[config.mk]
export PLATFORM = sky130hd
export DESIGN_NAME = naw_qdiv
export DESIGN_NICKNAME = d
export VERILOG_FILES = /design/src/rtl/core/naw_pkg.sv /design/src/rtl/core/naw_qdiv.sv
export SDC_FILE = /design/constraint.sdc
export NUM_CORES = 2
export LEC_CHECK = 0
export BUFFER_PORTS_ARGS = -buffer_cell sky130_fd_sc_hd__buf_2
export CAP_MARGIN = 10
export CORE_ASPECT_RATIO = 0.75
export CORE_MARGIN = 3
export CORE_UTILIZATION = 25
export DETAILED_ROUTE_END_ITERATION = 8
export GPL_ROUTABILITY_DRIVEN = 0
export SYNTH_ARGS = -nofsm -noshare
export SYNTH_HDL_FRONTEND = slang
export SYNTH_SLANG_ARGS = --single-unit
[constraint.sdc]
create_clock -name i_clk -period 11.39 [get_ports i_clk]
set_clock_uncertainty 0.05 [all_clocks]
set_input_delay 1.139 -clock i_clk [delete_from_list [all_inputs] [get_ports i_clk]]
set_output_delay 1.139 -clock i_clk [all_outputs]
set_load 0.005 [all_outputs]
[src/rtl/core/naw_pkg.sv]
package naw_pkg;

    localparam int NUM_NB         = 8;   // neighbors, raster order nw,n,ne,w,e,sw,s,se
    localparam int NUM_PIX        = 9;   // window pixels, raster order
    localparam int CENTER         = 4;
    localparam int DEF_PIXEL_BITS = 8;
    localparam int KBITS          = 8;   // exponent index bits, 1/16 steps up to 255

    // pipeline depths of the sections
    localparam int FRONT_LAT = 6;
    localparam int WL_LAT    = 2 * KBITS + 1;
    localparam int SUM_LAT   = 3;
    localparam int QD_LAT    = 18;

    typedef struct packed {
        logic              feature;
        logic [NUM_NB-1:0] mask;
    } t_side;

    typedef struct packed {
        logic              feature;
        logic [NUM_NB-1:0] mask;
        logic              zero;
    } t_tail;

endpackage

[src/rtl/core/naw_qdiv.sv]
module naw_qdiv #(
    parameter int PIXEL_BITS = naw_pkg::DEF_PIXEL_BITS
) (
    input  logic                            i_clk,
    input  logic signed [2*PIXEL_BITS+16:0] i_w,
    input  logic signed [2*PIXEL_BITS+19:0] i_den,
    output logic signed [15:0]              o_coef
);
    import naw_pkg::*;

    localparam int WW   = 2 * PIXEL_BITS + 17;
    localparam int SW   = 2 * PIXEL_BITS + 20;
    localparam int NMW  = 2 * PIXEL_BITS + 30;
    localparam int QB   = 16;
    localparam int CW   = SW + QB;
    localparam int FRAC = 12;

    localparam logic [15:0] SAT_POS = 16'h7FFF;
    localparam logic [15:0] SAT_NEG = 16'h8000;

    typedef struct packed {
        logic [NMW-1:0] rem;
        logic [SW-1:0]  dd;
        logic [QB-1:0]  q;
        logic           ovf;
        logic           neg;
    } t_qst;

    // stage 0: magnitudes, rounding numerator 2*|w|*4096 + |den| over 2*|den|
    logic [WW-1:0]  wabs;
    logic [SW-1:0]  dabs;
    logic [NMW-1:0] r_num0;
    logic [SW-1:0]  r_dd0;
    logic           r_neg0;

    assign wabs = i_w[WW-1]   ? $unsigned(~i_w) + WW'(1)   : $unsigned(i_w);
    assign dabs = i_den[SW-1] ? $unsigned(~i_den) + SW'(1) : $unsigned(i_den);

    always_ff @(posedge i_clk) begin
        r_num0 <= (NMW'(wabs[WW-2:0]) << (FRAC + 1)) + NMW'(dabs[SW-2:0]);
        r_dd0  <= {dabs[SW-2:0], 1'b0};
        r_neg0 <= (i_w[WW-1] == i_den[SW-1]);
    end

    t_qst r_st [QB];
    t_qst n_st [QB];

    for (genvar s = 0; s < QB; s++) begin : g_st
        localparam int B = QB - 1 - s;
        t_qst src;
        if (s == 0) begin : g_in
            assign src = '{rem: r_num0, dd: r_dd0, q: '0, ovf: 1'b0, neg: r_neg0};
        end else begin : g_prev
            assign src = r_st[s-1];
        end

        always_comb begin
            logic ovf_c;
            logic ge;
            ovf_c = (s == 0) ? (CW'(src.rem) >= (CW'(src.dd) << QB)) : src.ovf;
            ge    = CW'(src.rem) >= (CW'(src.dd) << B);
            n_st[s]     = src;
            n_st[s].ovf = ovf_c;
            if (ge && !ovf_c) begin
                n_st[s].rem  = NMW'(CW'(src.rem) - (CW'(src.dd) << B));
                n_st[s].q[B] = 1'b1;
            end
        end
    end

    // sign and saturation
    logic [QB:0] mag;
    assign mag = {1'b0, r_st[QB-1].q};

    always_ff @(posedge i_clk) begin
        r_st <= n_st;
        if (r_st[QB-1].neg) begin
            o_coef <= (r_st[QB-1].ovf || mag > 17'd32768) ? $signed(SAT_NEG)
                                                          : $signed(16'(17'd0 - mag));
        end else begin
            o_coef <= (r_st[QB-1].ovf || mag > 17'd32767) ? $signed(SAT_POS)
                                                          : $signed(mag[15:0]);
        end
    end

endmodule

==> results.md <==
- Outcome: finished, final reports clean
- Die ar.: 267,000 sq um
- Die Span Y: 448 um
- Setup Crit Path Kind: primary input to flop
- Final Slew Violations: 0
- Worst vdd ir: 124 uV
- Hold buffers post-CTS: 0
- DR vias/cell: 4.71
- CP Launch Type: primary input
- Core Area: 258,000 sq um
- Sequential-to-total area share from yosys stat: 41.2%
- Area of the mapped netlist: 65,100 sq um
- Total GRT Usage: 12.1%
- Number of global-route vias before repair: 47,569
- DR pass1 iterations: 6
- Worst-Skew Late Latency: 0.77 ns
- Worst path max stage delay: 0.55 ns
- WP data arrival: 6.11 ns
- Cell area after layout: 74,000 sq um
- Crit-path cells: buf_2, nor4_2, nand3_1, or4_1, nand2_1, xnor2_1, ha_1, inv_1, fa_1, nor2b_1, o31a_1, o31ai_1, a21oi_1, a2111oi_2, o41ai_1, a31o_1, a41o_1, o41ai_4, nor4_1, xnor2_1
- Unrepaired setup endpoints after global routing: false
- P per Cell Area: 303 nW/um^2
- Hold Slack: 0.268 ns
- Crit-path max FO: 6
- Via count: 50,425
- Top-Level Pins: 86
- Worst endpoint required time: 12.03 ns
- DRC Markers: 0
- Tmin final: 5.48 ns
- H-tree Lvls: 4
- Post-CTS sizing: 0
- Hpwl dp: 133 mm
- Share of cells above drive strength 1: 8.19%
- Place WS: 5.18 ns
- Worst Hold Class: flop to flop
- First DRT Iteration DRCs: 4,604
- EDFF count, synth: 0
- Crit share post-route: 48.1%
- Synthesized instance count: 7,105
- Synthesized Nets: 7,788
- Nets: 7,879
- Main flop type after synthesis: dfxtp_1
- F_max: 183 MHz
- Syn Area/Cell: 9.16 sq um
- Initial antenna violation count: 6
- Max-cap violation count: 0
- Yosys reg bits: 1,339
- Clock Sinks: 1,339
- LEAKAGE: 33.5 nW
- Synth unique cells: 87
- Global route overflow: 0
- CP most frequent cell: xnor2_1
- Drt wl/cell: 15.6 um
- Longest Clk Path Bufs: 4
- Final setup vio count: 0
- Final hold vios: 0
- Worst Max-Slew Pin Slew: 1.14 ns
- PortBufs: 85
- Total wire length: 167 mm
- Die Wd: 595 um
- Num CTS Buffers: 138
- Initial core utilization: 25.2%
- Yosys warning count: 0
- Worst setup EP type: flop
- Area Overhead vs Synth: 13.7%
- Post-CTS setup buffers: 0
- Clk slew on worst S/H paths: 0.07 ns
- CP max-delay cell: nor4_2
- Pin count of the biggest net entering global routing: 76
- Setup WS post-layout: 5.91 ns
- CTS tree: yes
- Cell Area, Placed: 69,500 sq um
- Ys async rst share: 0%
- First-pass GRT wire length: 264 mm
- FP Rows: 161
- Max_slew headroom: 23.6%
- Clock root buffer: clkbuf_16
- Post-DRT Antenna Nets: 0
- Setup TNS: 0 ns
kinds of logic after synthesis:
| kind of cell | after synthesis | share of synthesized area [%] |
|---|---|---|
| AO/OA/AOI/OAI | 1888 | 18.3 |
| XOR/XNOR | 571 | 7.72 |
| adder cells (fa/ha/maj) | 613 | 12.0 |
| buffers and inverters | 860 | 4.99 |
| flip-flops | 1339 | 41.2 |
| multiplexers | 203 | 3.49 |
| AND/OR/NAND/NOR | 1631 | 12.3 |
sequential cells by signal, indices dropped and copies added (netlist names):
name / count
o_coef: 16
g_st.$8.ovf_c: 15
r_dd0: 22
r_st: 2
r_num0: 46
mag: 16
g_st.src: 1221
r_neg0: 1
through the flow:
stage / power (mW) / std cells / utilization [%]
2_1_floorplan: 15.1 / 7105 / -
3_3_place_gp: 17.4 / 10477 / 27.0
3_5_place_dp: 17.7 / 10478 / 27.0
4_1_cts: 22.4 / 10708 / 28.7
5_1_grt: 24.1 / 10709 / 28.7
6_report: 22.4 / 10712 / 28.7
routing by layer:
metal	track usage [%]	share of wire [%]	vias to the layer above
li1	-	-	25014
met1	18.7	52	23580
met2	15.9	36	1581
met3	3.62	9.4	244
met4	2.86	2.0	6
met5	0.652	0.16	-
worst paths after layout:
check | from | end | slack (ns) | cells after the start
hold / removal | g_st[10].src[45] | g_st[11].src[45] | 0.27 | 0
setup / recovery | i_den[4] | r_num0[43] | 5.91 | 20
setup reg to reg | g_st[6].src[64] | g_st[7].src[67] | 6.01 | 15
hold reg to reg | g_st[10].src[45] | g_st[11].src[45] | 0.27 | 0
cell usage in the layout, fill, tap and decap left out, types with 53 or more instances in the layout:
master     instances
dfxtp_1         1339
inv_1            700
ha_1             597
nand2_1          564
o21ai_0          548
a21oi_1          448
a21o_1           350
xnor2_1          324
nor2_1           301
xor2_1           245
mux2_2           190
clkbuf_16        143
nand3_1          121
nand4_1           92
buf_2             87
nor3_1            83
nor2b_1           82
nand2b_1          76
o21a_1            66
o21bai_1          59
a31oi_1           55
o31ai_1           53
synthesized netlist by cell type (all sizes together), types with 92 or more instances:
master / n / area, sq um
a21o: 351 / 2640
dfxtp: 1339 / 26800
mux2: 190 / 2140
nand3: 122 / 616
xnor2: 324 / 2840
ha: 597 / 7470
o21ai: 555 / 2790
nand4: 92 / 576
xor2: 246 / 2160
clkbuf: 140 / 526
a21oi: 448 / 2240
nor2: 301 / 1130
inv: 701 / 2630
nand2: 564 / 2120
area by class of cell:
cell class,instances,area [sq um]
inverter,701,2630
multi-input combinational,4906,35200
timing repair buffer,110,608
tap,3423,4280
fill,26972,184000
sequential,1339,26800
antenna,3,7.51
clock inverter,37,457
clock buffer,193,4040
worst max-delay path, delay by kind of cell:
family	cells	cell delay, ns
buffers and inverters	2	0.18
AO/OA/AOI/OAI	8	1.83
XOR/XNOR	2	0.32
AND/OR/NAND/NOR	6	2.03
adder cells (fa/ha/maj)	2	0.61
power breakdown:
part | internal (mW) | leakage, nW | switching [mW]
clock network | 2.67 | 2.22 | 1.83
registers | 6.16 | 11.3 | 0.919
logic | 4.76 | 20.0 | 6.07
total | 13.6 | 33.5 | 8.82
Note: power is estimated with default switching activity, not from simulation.
