===== config.mk =====
export PLATFORM = sky130hd
export DESIGN_NAME = naw_wlane
export DESIGN_NICKNAME = d
export VERILOG_FILES = /design/src/rtl/core/naw_pkg.sv /design/src/rtl/core/naw_wlane.sv
export SDC_FILE = /design/constraint.sdc
export NUM_CORES = 2
export LEC_CHECK = 0
export BUFFER_PORTS_ARGS = -buffer_cell sky130_fd_sc_hd__buf_2
export CAP_MARGIN = 15
export CELL_PAD_IN_SITES_DETAIL_PLACEMENT = 1
export CELL_PAD_IN_SITES_GLOBAL_PLACEMENT = 2
export CORE_UTILIZATION = 39
export DETAILED_ROUTE_END_ITERATION = 16
export GPL_TIMING_DRIVEN = 0
export PLACE_DENSITY_LB_ADDON = 0.2
export SETUP_SLACK_MARGIN = 0.05
export SLEW_MARGIN = 20
export SYNTH_ARGS = -nofsm -noshare
export SYNTH_HDL_FRONTEND = slang
export SYNTH_SLANG_ARGS = --single-unit

===== constraint.sdc =====
create_clock -name i_clk -period 6.5 [get_ports i_clk]
set_clock_uncertainty 0.15 [all_clocks]
set_input_delay 0.325 -clock i_clk [delete_from_list [all_inputs] [get_ports i_clk]]
set_output_delay 0.325 -clock i_clk [all_outputs]
set_load 0.05 [all_outputs]

===== src/rtl/core/naw_pkg.sv =====
package naw_pkg;

    localparam int NUM_NB         = 8;   // neighbors, raster order nw,n,ne,w,e,sw,s,se
    localparam int NUM_PIX        = 9;   // window pixels, raster order
    localparam int CENTER         = 4;
    localparam int DEF_PIXEL_BITS = 8;
    localparam int KBITS          = 8;   // exponent index bits, 1/16 steps up to 255

    // pipeline depths of the sections
    localparam int FRONT_LAT = 6;
    localparam int WL_LAT    = 2 * KBITS + 1;
    localparam int SUM_LAT   = 3;
    localparam int QD_LAT    = 18;

    typedef struct packed {
        logic              feature;
        logic [NUM_NB-1:0] mask;
    } t_side;

    typedef struct packed {
        logic              feature;
        logic [NUM_NB-1:0] mask;
        logic              zero;
    } t_tail;

endpackage


===== src/rtl/core/naw_wlane.sv =====
module naw_wlane #(
    parameter int PIXEL_BITS = naw_pkg::DEF_PIXEL_BITS
) (
    input  logic                            i_clk,
    input  logic [2*PIXEL_BITS+12:0]        i_num,
    input  logic [2*PIXEL_BITS+7:0]         i_div3,
    input  logic signed [2*PIXEL_BITS+16:0] i_wl,
    input  logic                            i_mode,
    input  logic                            i_pres,
    output logic signed [2*PIXEL_BITS+16:0] o_w
);
    import naw_pkg::*;

    localparam int NUMW = 2 * PIXEL_BITS + 13;
    localparam int D3W  = 2 * PIXEL_BITS + 8;
    localparam int CW   = D3W + KBITS;
    localparam int WW   = 2 * PIXEL_BITS + 17;
    localparam int NST  = 2 * KBITS;

    // exp(-2^j/16) in Q0.16
    localparam logic [15:0] EXP_F [KBITS] = '{
        16'd61565, 16'd57835, 16'd51039, 16'd39750,
        16'd24109, 16'd8869,  16'd1200,  16'd22
    };

    typedef struct packed {
        logic [NUMW-1:0]      rem;
        logic [D3W-1:0]       dv;
        logic [KBITS-1:0]     k;
        logic                 ovf;
        logic [16:0]          w;
        logic signed [WW-1:0] wl;
        logic                 mode;
        logic                 pres;
    } t_lst;

    t_lst r_st [NST];
    t_lst n_st [NST];

    // first KBITS stages: restoring divide for the exponent index,
    // next KBITS stages: one table factor each
    for (genvar s = 0; s < NST; s++) begin : g_st
        t_lst src;
        if (s == 0) begin : g_in
            assign src = '{rem: i_num, dv: i_div3, k: '0, ovf: 1'b0, w: '0,
                           wl: i_wl, mode: i_mode, pres: i_pres};
        end else begin : g_prev
            assign src = r_st[s-1];
        end

        if (s < KBITS) begin : g_div
            localparam int B = KBITS - 1 - s;
            always_comb begin
                logic ovf_c;
                logic ge;
                ovf_c = (s == 0) ? (CW'(src.rem) >= (CW'(src.dv) << KBITS)) : src.ovf;
                ge    = CW'(src.rem) >= (CW'(src.dv) << B);
                n_st[s]     = src;
                n_st[s].ovf = ovf_c;
                if (ge && !ovf_c) begin
                    n_st[s].rem  = NUMW'(CW'(src.rem) - (CW'(src.dv) << B));
                    n_st[s].k[B] = 1'b1;
                end
            end
        end else begin : g_exp
            localparam int E = s - KBITS;
            always_comb begin
                logic [16:0] w_in;
                logic [33:0] prod;
                w_in = (s == KBITS) ? (src.ovf ? 17'd0 : 17'h10000) : src.w;
                prod = 34'(w_in) * 34'(EXP_F[E]) + 34'd32768;
                n_st[s]   = src;
                n_st[s].w = src.k[E] ? prod[32:16] : w_in;
            end
        end
    end

    always_ff @(posedge i_clk) begin
        r_st <= n_st;
        if (!r_st[NST-1].pres) begin
            o_w <= '0;
        end else if (r_st[NST-1].mode) begin
            o_w <= $signed(WW'(r_st[NST-1].w));
        end else begin
            o_w <= r_st[NST-1].wl;
        end
    end

endmodule


==> results.toml <==
[sta]
finalSetupViolations = 0
rsz0062_at_grt = "yes"
max_slew_margin_pct = 35.5
period_share_pct = 98.7
min_period_ns = 6.41
tightest_slew_ns = 0.967
fmaxAchievable_mhz = 156
finalMaxSlewViolations = 0
setup_tns_ns = 0
hold_violations = 0

[synth]
yosysTopAreaCell = "dfxtp_1"
post_synth_fa_ha_maj_area_fraction_pct = 31.3
synth_cells = 5198
syn_nets = 6491
synthArstFlopShare_pct = 0
synth.area.top_cells = "dfxtp_1 (40%), ha_1 (18%), fa_1 (13%)"
yosysMostFrequentCell = "dfxtp_1"
synth-compound-area-share_pct = 9.07
synthSimpleGateAreaFrac_pct = 6.78
synth_warnings = 0
synth_top_area_share_pct = 40.4
synth_xor_area_share_pct = 3.92
synthFlopType = "dfxtp_1"
synth_edf_count = 0
synth_seq_cells = 1153
synth_mux_area_share_pct = 2.53
ys_types = 98
synth_top_family_by_area = "adder cells"
yosys-top-cells-count = "dfxtp_1 (1153), inv_1 (845), ha_1 (831)"
avgSynthCellArea_um2 = 11.0
ys_seq_area_share_pct = 40.4
synth.cell_area_um2 = 57100

[route]
antenna_left = 0
post_drt_wl_per_cell_um = 17.4
drt_iter0_drc = 995
dr.pass1.iters = 5
drcViolationCount = 0
via_per_inst = 4.77
finalWirelength_um = 132000
vias = 36367

[global_route]
grt_antenna_before_repair = 0
grt_pass1_wl_um = 212000
grtUsageTotal_pct = 18.2
overflow = 0
grt_max_degree = 21
grt_pass1_vias = 39709

[job]
drv_cap = 0

[critical_path]
worstPathArrival_ns = 6.84
worst-path-max-fanout = 4
critPathCaptureType = "flip-flop"
cp-start-kind = "flip-flop"
required_ns = 6.92
path_class = "reg2reg"

[clock_tree]
root_buffer = "clkbuf_16"
cts_tree = "yes"
cts_buffer_depth = 3
numCtsBuffers = 117
htree_num_levels = 3
clk_pin_slew_ns = 0.06
clkLatencyLatePin_ns = 0.75
cts.sinks = 1153

[floorplan]
io_pins = 122
die_area_um2 = 148000
core_area_um2 = 144000
die_h_um = 385
rows = 139
initial_core_util_pct = 39.5
die_x_um = 385

[outcome]
status = "completed"

[finish]
drive_gt1_share_pct = 11.7
diodes = 0
final_nets = 6919
area_growth_pct = 16.7
fillers = 15627

[placement]
dp_hpwl_um = 105000
gp_congestion = 0.831
portBuffers = 121

[hold_path]
hold_class = "in2reg"
cells by family after synthesis:
family	after synthesis
buffers and inverters	897
muxes	132
DFF	1153
other	1
AOI/OAI and AO/OA	787
and+or+nand+nor	770
adders and majority gates	1204
xor gates and xnor gates	254
sequential cells by signal (all words and copies together) (netlist names):
signal,flops
g_st.src,961
g_st.g_exp.$2.w_in,100
r_st,52
o_w,33
g_st.g_div.$2.ovf_c,7
placed cells by master (no fill, tap or decap), types with 23 or more instances in the layout:
cell           synthesis  routed
a211oi_1              31      28
a21o_1               119     119
a21oi_1              196     188
and2_1                31      31
and3_1                26      26
buf_2                  4     124
buf_4                  1      79
clkbuf_1              40      65
clkbuf_16              0     117
dfxtp_1             1153    1118
dfxtp_4                0      28
dlygate4sd3_1          0     108
fa_1                 373     369
ha_1                 831     800
ha_4                   0      23
inv_1                845     831
mux2_2                95      95
mux2i_1               33      33
nand2_1              201     199
nand2b_1              31      31
nand3_1               41      38
nand4_1               46      46
nor2_1               183     181
nor2b_1               60      60
nor3_1                56      54
o21a_1                39      38
o21ai_0              176     170
o21bai_1              34      33
xnor2_1              149     149
xor2_1               103     101
critical path, cell delays in order, from the launching register on:
cell	delay (ns)
dfxtp_4	0.38
ha_4	0.25
fa_1	0.55
fa_1	0.45
fa_1	0.53
fa_1	0.56
inv_2	0.05
fa_1	0.47
inv_1	0.04
ha_1	0.27
buf_6	0.11
nand2_4	0.05
o21ai_4	0.21
nor2_4	0.06
a311oi_4	0.36
or3_4	0.21
nand3_4	0.08
a2111oi_4	0.36
and3_4	0.25
nand4_1	0.13
a21boi_2	0.18
or4_1	0.52
per-layer routing:
layer  GRT usage, %  part of all wire (%)  up-vias
li1               -                     -    18108
met1           22.4                    44    17795
met2           33.3                    51      324
met3           2.14                   2.2      140
met4           4.56                   1.9        0
met5              0                     0        -
per-stage QoR:
stage | hold slack, ns | instances | instance area [um^2] | util [%] | setup slack (ns)
after floorplan | 0.160 | 5198 | 57100 | - | 0.147
after detailed placement | 0.163 | 7222 | 60100 | 41.6 | -1.09
after global routing | 0.0324 | 7626 | 66600 | 46.1 | -0.155
after global placement | 0.160 | 7222 | 60100 | 41.6 | -1.28
final | 0.0680 | 7626 | 66600 | 46.1 | 0.0875
after CTS | 0.00203 | 7584 | 65900 | 45.6 | 0.0284
area by class of cell:
cell class	count	area [um^2]	share of cell area [%]
Multi-Input combinational cell	3148	31300	47.0
Clock inverter	53	686	1.03
Tap cell	1903	2380	3.58
Timing Repair Buffer	309	2300	3.46
Inverter	846	3210	4.83
Sequential cell	1153	23200	34.8
Buffer	51	214	0.321
Clock buffer	163	3310	4.97
path summary, 6_finish.rpt:
check / from / to / slack (ns) / depth (start not counted)
min: i_wl[13] / g_st[1].src[15]$_DFF_P_ / 0.07 / 2
min reg2reg: g_st[7].src[57]$_DFF_P_ / g_st[8].src[57]$_DFF_P_ / 0.15 / 0
max: g_st[11].g_exp.$2.w_in[9]$_DFF_P_ / g_st[12].g_exp.$2.w_in[16]$_DFF_P_ / 0.09 / 21
max reg2reg: g_st[11].g_exp.$2.w_in[9]$_DFF_P_ / g_st[12].g_exp.$2.w_in[16]$_DFF_P_ / 0.09 / 21
what timing repair did:
item / in CTS / in global routing
endpoints found under the setup margin: 35 / 19
pin swaps: 25 / 59
resized for setup: 128 / 72
hold endpoints to repair: 89 / 0
hold buffers: 108 / 0
setup buffers: 38 / 42
Power is left out: the tool's default activity adds up to more than one toggle a clock period on the data nets, which glitch-free logic cannot reach.
