==> config.mk <==
export PLATFORM = sky130hd
export DESIGN_NAME = naw_sum
export DESIGN_NICKNAME = d
export VERILOG_FILES = /design/src/rtl/core/naw_pkg.sv /design/src/rtl/core/naw_sum.sv
export SDC_FILE = /design/constraint.sdc
export NUM_CORES = 1
export LEC_CHECK = 0
export ABC_AREA = 1
export BUFFER_PORTS_ARGS = -buffer_cell sky130_fd_sc_hd__clkbuf_2
export CORE_UTILIZATION = 40
export CTS_CLUSTER_DIAMETER = 50
export DETAILED_ROUTE_END_ITERATION = 6
export HOLD_SLACK_MARGIN = 0.08
export SYNTH_ARGS = -nofsm -noshare
export SYNTH_HDL_FRONTEND = slang
export SYNTH_SLANG_ARGS = --single-unit
==> constraint.sdc <==
create_clock -name i_clk -period 5 [get_ports i_clk]
set_input_delay 0.25 -clock i_clk [delete_from_list [all_inputs] [get_ports i_clk]]
set_output_delay 0.25 -clock i_clk [all_outputs]
set_load 0.05 [all_outputs]
==> src/rtl/core/naw_pkg.sv <==
package naw_pkg;

    localparam int NUM_NB         = 8;   // neighbors, raster order nw,n,ne,w,e,sw,s,se
    localparam int NUM_PIX        = 9;   // window pixels, raster order
    localparam int CENTER         = 4;
    localparam int DEF_PIXEL_BITS = 8;
    localparam int KBITS          = 8;   // exponent index bits, 1/16 steps up to 255

    // pipeline depths of the sections
    localparam int FRONT_LAT = 6;
    localparam int WL_LAT    = 2 * KBITS + 1;
    localparam int SUM_LAT   = 3;
    localparam int QD_LAT    = 18;

    typedef struct packed {
        logic              feature;
        logic [NUM_NB-1:0] mask;
    } t_side;

    typedef struct packed {
        logic              feature;
        logic [NUM_NB-1:0] mask;
        logic              zero;
    } t_tail;

endpackage

==> src/rtl/core/naw_sum.sv <==
module naw_sum #(
    parameter int PIXEL_BITS = naw_pkg::DEF_PIXEL_BITS
) (
    input  logic                            i_clk,
    input  logic signed [2*PIXEL_BITS+16:0] i_w [naw_pkg::NUM_NB],
    output logic signed [2*PIXEL_BITS+16:0] o_w [naw_pkg::NUM_NB],
    output logic signed [2*PIXEL_BITS+19:0] o_den
);
    import naw_pkg::*;

    localparam int SW = 2 * PIXEL_BITS + 20;
    localparam int WW = 2 * PIXEL_BITS + 17;

    logic signed [SW-1:0] r_p1 [NUM_NB/2];
    logic signed [SW-1:0] r_p2 [NUM_NB/4];
    logic signed [WW-1:0] r_w1 [NUM_NB];
    logic signed [WW-1:0] r_w2 [NUM_NB];

    always_ff @(posedge i_clk) begin
        for (int i = 0; i < NUM_NB / 2; i++) begin
            r_p1[i] <= SW'(i_w[2*i]) + SW'(i_w[2*i+1]);
        end
        for (int i = 0; i < NUM_NB / 4; i++) begin
            r_p2[i] <= r_p1[2*i] + r_p1[2*i+1];
        end
        o_den <= r_p2[0] + r_p2[1];
        r_w1  <= i_w;
        r_w2  <= r_w1;
        o_w   <= r_w2;
    end

endmodule

==> results of run 1 <==
-- layout make-up --
| type | instances | area (um2) | area share [%] |
|---|---|---|---|
| antenna | 6 | 15.0 | 0.0311 |
| clock buffer | 142 | 3070 | 6.36 |
| clock inverter | 67 | 808 | 1.67 |
| inverter | 607 | 2280 | 4.72 |
| multi-input combinational | 2733 | 14300 | 29.7 |
| sequential | 1036 | 20700 | 43.0 |
| tap | 1243 | 1560 | 3.22 |
| timing repair buffer | 828 | 5470 | 11.3 |
-- how the worst max path moves through the flow --
stage,slack (ns),start,cells after the start,end
6_report,2.89,r_p1[1][0],12,r_p2[0][30]
5_1_grt,2.70,r_p1[1][0],12,r_p2[0][30]
4_1_cts,2.90,r_p1[1][0],12,r_p2[0][30]
3_5_place_dp,2.88,i_w[99],14,r_p1[2][30]
3_3_place_gp,2.90,i_w[66],14,r_p1[2][32]
2_1_floorplan,3.29,r_p2[0][0],12,o_den[30]
-- repair_timing --
action,CTS,global route
buffers inserted,0,0
hold endpoints to repair,375,0
hold buffers,264,0
gates resized for setup,0,0
-- power groups by stage --
| stage | Clock, mW | Combinational (mW) | Sequential (mW) |
|---|---|---|---|
| after floorplan | 0 | 4.77 | 10.7 |
| after detailed placement | 0 | 8.02 | 10.0 |
| after global routing | 9.01 | 9.19 | 9.94 |
| after CTS | 8.62 | 8.25 | 9.87 |
| after global placement | 0 | 8.03 | 10.0 |
| final | 8.43 | 8.28 | 9.87 |
-- logic make-up after synthesis --
family          after synthesis
simple gates               1962
flops                      1036
buf+inv                     609
compound gates              410
fa+ha+maj                   242
xor+xnor                    119
-- through the flow --
step / instance area [um2] / total power [mW] / util, % / worst slack [ns] / instances
floorplan: 37400 / 15.5 / - / 3.29 / 4378
global placement: 41700 / 18.1 / 45.3 / 2.90 / 6183
finish: 48300 / 26.6 / 52.4 / 2.89 / 6662
global route: 48300 / 28.1 / 52.4 / 2.70 / 6662
CTS: 48200 / 26.7 / 52.4 / 2.90 / 6656
detailed placement: 41700 / 18.1 / 45.3 / 2.88 / 6183
-- placed cells by master (no fill, tap or decap), types with 122 or more instances in the layout --
cell type and instances:
dlygate4sd3_1 264, dfxtp_1 1036, nand3_1 159, clkbuf_2 564
o21ai_0 122, nor2_1 372, ha_1 235, a21oi_1 240
inv_1 607, nand2_1 1245
-- critical path: cells and delay by family (launching register included) --
family	cells	cell delay, ns
AND/OR/NAND/NOR	10	0.96
adder cells (fa/ha/maj)	2	0.68
flip-flops	1	0.30
-- flip-flops by register name, indices dropped and copies added, names as in the netlist --
register / count
r_p2: 72
r_w1: 264
o_den: 36
r_w2: 264
r_p1: 136
o_w: 264
-- per-layer routing --
metal  vias to the layer above  global-route usage [%]
met5                         -                       0
met4                         2                    6.17
met3                       159                    4.81
met2                       886                    33.9
met1                     13700                    29.8
li1                      15600                       -
==> flow_metrics.env, run 1 <==
export IMPL_yosys_top_cells_area="dfxtp_1, nand2_1, ha_1, inv_1, nor2_1"
export IMPL_required_ns=5.56
export IMPL_drc=0
export IMPL_nFillCells=8645
export IMPL_synth_fp_nets=4885
export IMPL_die_y_um=308
export IMPL_rsz0062_at_grt="false"
export IMPL_fin_hold_ws_ns=0.192
export IMPL_power_density_nw_per_um2=551
export IMPL_wl_per_cell_um=15.7
export IMPL_avgSynthCellArea_um2=8.53
export IMPL_portBuffers=564
export IMPL_p_clk_share_pct=31.7
export IMPL_wl_um=105000
export IMPL_netlist_instances=4378
export IMPL_cp_slowest_stage_delay_ns=0.45
export IMPL_setup_tns_ns=0
export IMPL_synth_common_cells="nand2_1, dfxtp_1, inv_1"
export IMPL_drt_pass1_iterations=6
export IMPL_r2r_cells=12
export IMPL_synthFlopType="dfxtp_1"
export IMPL_path_class="reg2reg"
export IMPL_syn_to_final_growth_pct=29.2
export IMPL_muxShareOfSynthArea_pct=0
export IMPL_maxCapViolCount=0
export IMPL_switching_share_pct=37.1
export IMPL_crit_fanout=4
export IMPL_drv_slew=0
export IMPL_grt_max_degree=17
export IMPL_status="completed"
export IMPL_wl_met1_um=49700
export IMPL_synth_top_area_share_pct=55.5
export IMPL_drtIter0Drc=2051
export IMPL_max_vdd_ir_drop_mv=0.338
export IMPL_grt_pass1_vias=29400
export IMPL_pwr_share_comb_pct=31.2
export IMPL_internal_power_mw=16.7
export IMPL_netlist_area_um2=37400
export IMPL_r2r_start="r_p1[1][0]"
export IMPL_synth_top_family_by_area="simple AND/OR/NAND/NOR gates"
export IMPL_htreeDepth=3
export IMPL_antenna_found_initial=8
export IMPL_vias=30300
export IMPL_hold_start="i_w[231]"
export IMPL_hold_end="r_w1[231]"
export IMPL_initial_core_util_pct=40.6
export IMPL_synth_largest_area_cell="dfxtp_1"
export IMPL_synth_xor_area_share_pct=2.79
export IMPL_die_width_um=308
export IMPL_async_flop_share_pct=0
export IMPL_yosysMostFrequentCell="nand2_1"
export IMPL_leakagePower_nw=24.6
export IMPL_synth_adder_area_share_pct=8.25
export IMPL_drive_above_1_share_pct=15.6
export IMPL_cp_start_kind="flip-flop"
export IMPL_dr_wl_met2_um=45800
export IMPL_clock_latency_ns=0.71
export IMPL_path_clk_slew_ns=0.06
export IMPL_worst_path_most_repeated_cell="nand2_1"
export IMPL_fp_coreArea_um2=92100
export IMPL_ys_ff_latch=1036
export IMPL_crit_chain="ha_1, fa_1, nand3_1, nand3_2, nand2_1, nand2_1, nand3_1, nand2_1, nand2_1, nand2_1, nand2_1, nand2_1"
export IMPL_pin_count=565
export IMPL_via_per_inst=4.55
export IMPL_grtUsageTotal_pct=21.7
export IMPL_skew_ns=0.0592
export IMPL_regToRegEndpoint="r_p2[0][30]"
export IMPL_synth_cell_type_count=25
export IMPL_cts_root_buf="clkbuf_16"
export IMPL_rows=111
export IMPL_synth_seq_area_share_pct=55.5
export IMPL_yosysWarnings=0
export IMPL_overflow=0
export IMPL_fin_nets=5826
export IMPL_dp_hpwl_um=83100
export IMPL_synth_edf_count=0
export IMPL_wl_met3_um=6930
export IMPL_cp_arrival_ns=2.67
export IMPL_grt_first_pass_wirelength_um=159000
export IMPL_crit_slowest_cell="fa_1"
export IMPL_numCtsBuffers=113
export IMPL_post_route_period_util_pct=42.2
export IMPL_tightest_slew_ns=0.458
export IMPL_cts_buffer_depth=3
export IMPL_relSlewSlack_pct=69.4
export IMPL_power_share_sequential_pct=37.1
export IMPL_hold_class="in2reg"
export IMPL_p_switching_mw=9.87
export IMPL_cts_tree="built"
export IMPL_finalHoldViolCount=0
export IMPL_die_area_um2=94600
export IMPL_top_layer="met5"
export IMPL_synth_compound_area_share_pct=5.82
export IMPL_worst_setup_path_end_kind="flip-flop"
export IMPL_fmax_mhz=474
export IMPL_yosys_area_share_simple_pct=21.5
export IMPL_fin_crit_ns=2.11
export IMPL_clock_sinks=1036
export IMPL_drtAntennaViolNets=0
export IMPL_r2r_setup_slack_ns=2.89
export IMPL_whs_path_depth=2
export IMPL_setup_violations=0
export IMPL_gp_congestion=0.925
(Power assumes the default switching activity.)
==> run 2, diff against run 1 <==
==> constraint.sdc (replaced) <==
create_clock -name i_clk -period 2 [get_ports i_clk]
set_input_delay 0.1 -clock i_clk [delete_from_list [all_inputs] [get_ports i_clk]]
set_output_delay 0.1 -clock i_clk [all_outputs]
set_load 0.05 [all_outputs]
==> run 2 against run 1 <==
Effect of this change:
- sequential share of layout area fell by 2.4 points
- sequential cell count did not move
- critical path depth fell by 1
- via count rose by 4.3%
- utilization rose by 3.1 points
- clock-buffer cell count rose by 3
- critical path type unchanged
- clock skew fell by 0.022 ns
- clock power rose to 2.5 times the previous value
- maximum frequency rose by 9.2%
- global-route usage rose by 1.2 points
- largest cell class unchanged
- register-to-register slack got worse by 2.8 ns
==> flow_metrics.env, run 2 (synthesis results as in run 1) <==
export IMPL_status="completed"
export IMPL_maxCapViolCount=0
export IMPL_skew_ns=0.0375
export IMPL_htreeDepth=3
export IMPL_grtUsageTotal_pct=22.9
export IMPL_antenna_found_initial=9
export IMPL_fin_nets=6094
export IMPL_use_met2_pct=37.0
export IMPL_cts_buffer_depth=3
export IMPL_drive_above_1_share_pct=16.0
export IMPL_die_width_um=308
export IMPL_cts_root_buf="clkbuf_16"
export IMPL_relSlewSlack_pct=55.7
export IMPL_hold_class="in2reg"
export IMPL_rows=111
export IMPL_final_common_cell="nand2_1"
export IMPL_pin_count=565
export IMPL_crit_slowest_cell="fa_2"
export IMPL_cp_slowest_stage_delay_ns=0.39
export IMPL_overflow=0
export IMPL_wl_um=111000
export IMPL_tightest_slew_ns=0.662
export IMPL_cp_arrival_ns=2.53
export IMPL_cp_start_kind="flip-flop"
export IMPL_grt_max_degree=18
export IMPL_numCtsBuffers=113
export IMPL_placedInstanceArea_um2=41800
export IMPL_wl_per_cell_um=15.9
export IMPL_syn_to_final_growth_pct=36.8
export IMPL_grt_pass1_vias=31000
export IMPL_drt_pass1_iterations=5
export IMPL_via_per_inst=4.57
export IMPL_clock_latency_ns=0.71
export IMPL_post_route_period_util_pct=96.7
export IMPL_nFillCells=8278
export IMPL_crit_fanout=3
export IMPL_required_ns=2.60
export IMPL_critPathTopFamily="simple AND/OR/NAND/NOR gates"
export IMPL_leakagePower_nw=25.8
export IMPL_die_area_um2=94600
export IMPL_fp_coreArea_um2=92100
export IMPL_max_vdd_ir_drop_mv=0.819
export IMPL_crit_chain="ha_2, fa_2, buf_4, nand3_1, nand3_1, nand2_1, nand2_2, nand2_1, nand2_1, nand2_1, nand2_1"
export IMPL_busiest_layer="met2"
export IMPL_worst_path_most_repeated_cell="nand2_1"
export IMPL_clock_sinks=1036
export IMPL_fin_crit_ns=1.93
export IMPL_path_clk_slew_ns=0.06
export IMPL_path_buf_inv=1
export IMPL_finalHoldViolCount=0
export IMPL_setup_violations=0
export IMPL_use_met3_pct=4.38
export IMPL_worst_setup_path_end_kind="flip-flop"
export IMPL_power_density_nw_per_um2=1330
export IMPL_portBuffers=564
export IMPL_die_y_um=308
export IMPL_fin_total_pwr_mw=67.9
export IMPL_fmax_mhz=517
export IMPL_grtUsageMet1_pct=30.9
export IMPL_layout_common_cells="nand2_1, dfxtp_1, inv_1"
export IMPL_vias=31600
export IMPL_drv_slew=0
export IMPL_path_class="reg2reg"
export IMPL_drtIter0Drc=2077
export IMPL_drtAntennaViolNets=0
export IMPL_reg_top3="o_w (264), r_w1 (264), r_w2 (264)"
export IMPL_drc=0
export IMPL_initial_core_util_pct=40.6
export IMPL_gp_congestion=0.932
export IMPL_dp_hpwl_um=83100
export IMPL_cts_tree="built"
export IMPL_final_area_um2=51100
export IMPL_grt_first_pass_wirelength_um=169000
-- run 2: cell types whose count changed in the layout (fill, tap and decap cells not counted), sizes merged, moves of 3 or more --
| cell | previous run | this run |
|---|---|---|
| buf | 0 | 22 |
| clkbuf | 706 | 709 |
| clkinvlp | 5 | 9 |
| dlygate4sd3 | 264 | 510 |
| inv | 633 | 621 |
-- run 2: power by group --
part | switching [mW] | internal (mW) | total, mW
Clock | 8.93 | 12.3 | 21.3
Sequential | 1.36 | 23.4 | 24.7
Combinational | 14.8 | 7.15 | 21.9
Total | 25.1 | 42.9 | 67.9
-- run 2: final cells by class --
type | instances | area, um2 | area share [%]
Sequential cell | 1036 | 20700 | 40.6
Multi-Input combinational cell | 2733 | 14500 | 28.3
Timing Repair Buffer | 1096 | 8090 | 15.8
Clock buffer | 145 | 3080 | 6.02
Inverter | 607 | 2280 | 4.46
Tap cell | 1243 | 1560 | 3.04
Clock inverter | 63 | 856 | 1.68
Antenna cell | 6 | 15.0 | 0.0294
-- run 2: final timing paths --
| path | startpoint | to | slack (ns) | cells past startpoint |
|---|---|---|---|---|
| setup / recovery | r_p2[0][0] | o_den[34] | 0.07 | 11 |
| setup reg to reg | r_p2[0][0] | o_den[34] | 0.07 | 11 |
| hold reg to reg | r_w2[199] | o_w[199] | 0.30 | 0 |
| hold / removal | i_w[72] | r_w1[72] | 0.11 | 2 |
-- run 2: per-layer routing --
layer  share of wire, %  vias up
li1                   -    16200
met5             0.0063        -
met1                 46    14400
met4                2.0        2
met3                6.5      155
met2                 45      898
-- run 2: per-stage QoR --
stage          TNS, ns  util, %  instances  setup WS (ns)  hold WS, ns
2_1_floorplan        0        -       4378          0.285        0.128
3_5_place_dp    -0.280     45.4       6197         -0.156        0.222
4_1_cts              0     55.2       6915        0.00845       0.0818
6_report             0     55.5       6929         0.0663        0.115
3_3_place_gp    -0.180     45.4       6197         -0.121        0.220
5_1_grt        -0.0376     55.5       6929        -0.0208       0.0965
-- run 2: repair_timing --
item | in CTS | in global routing
endpoints found under the setup margin | 2 | 38
hold endpoints to repair | 400 | 0
pin swaps | 0 | 6
setup buffers | 0 | 8
hold buffers | 510 | 0
resized for setup | 1 | 44
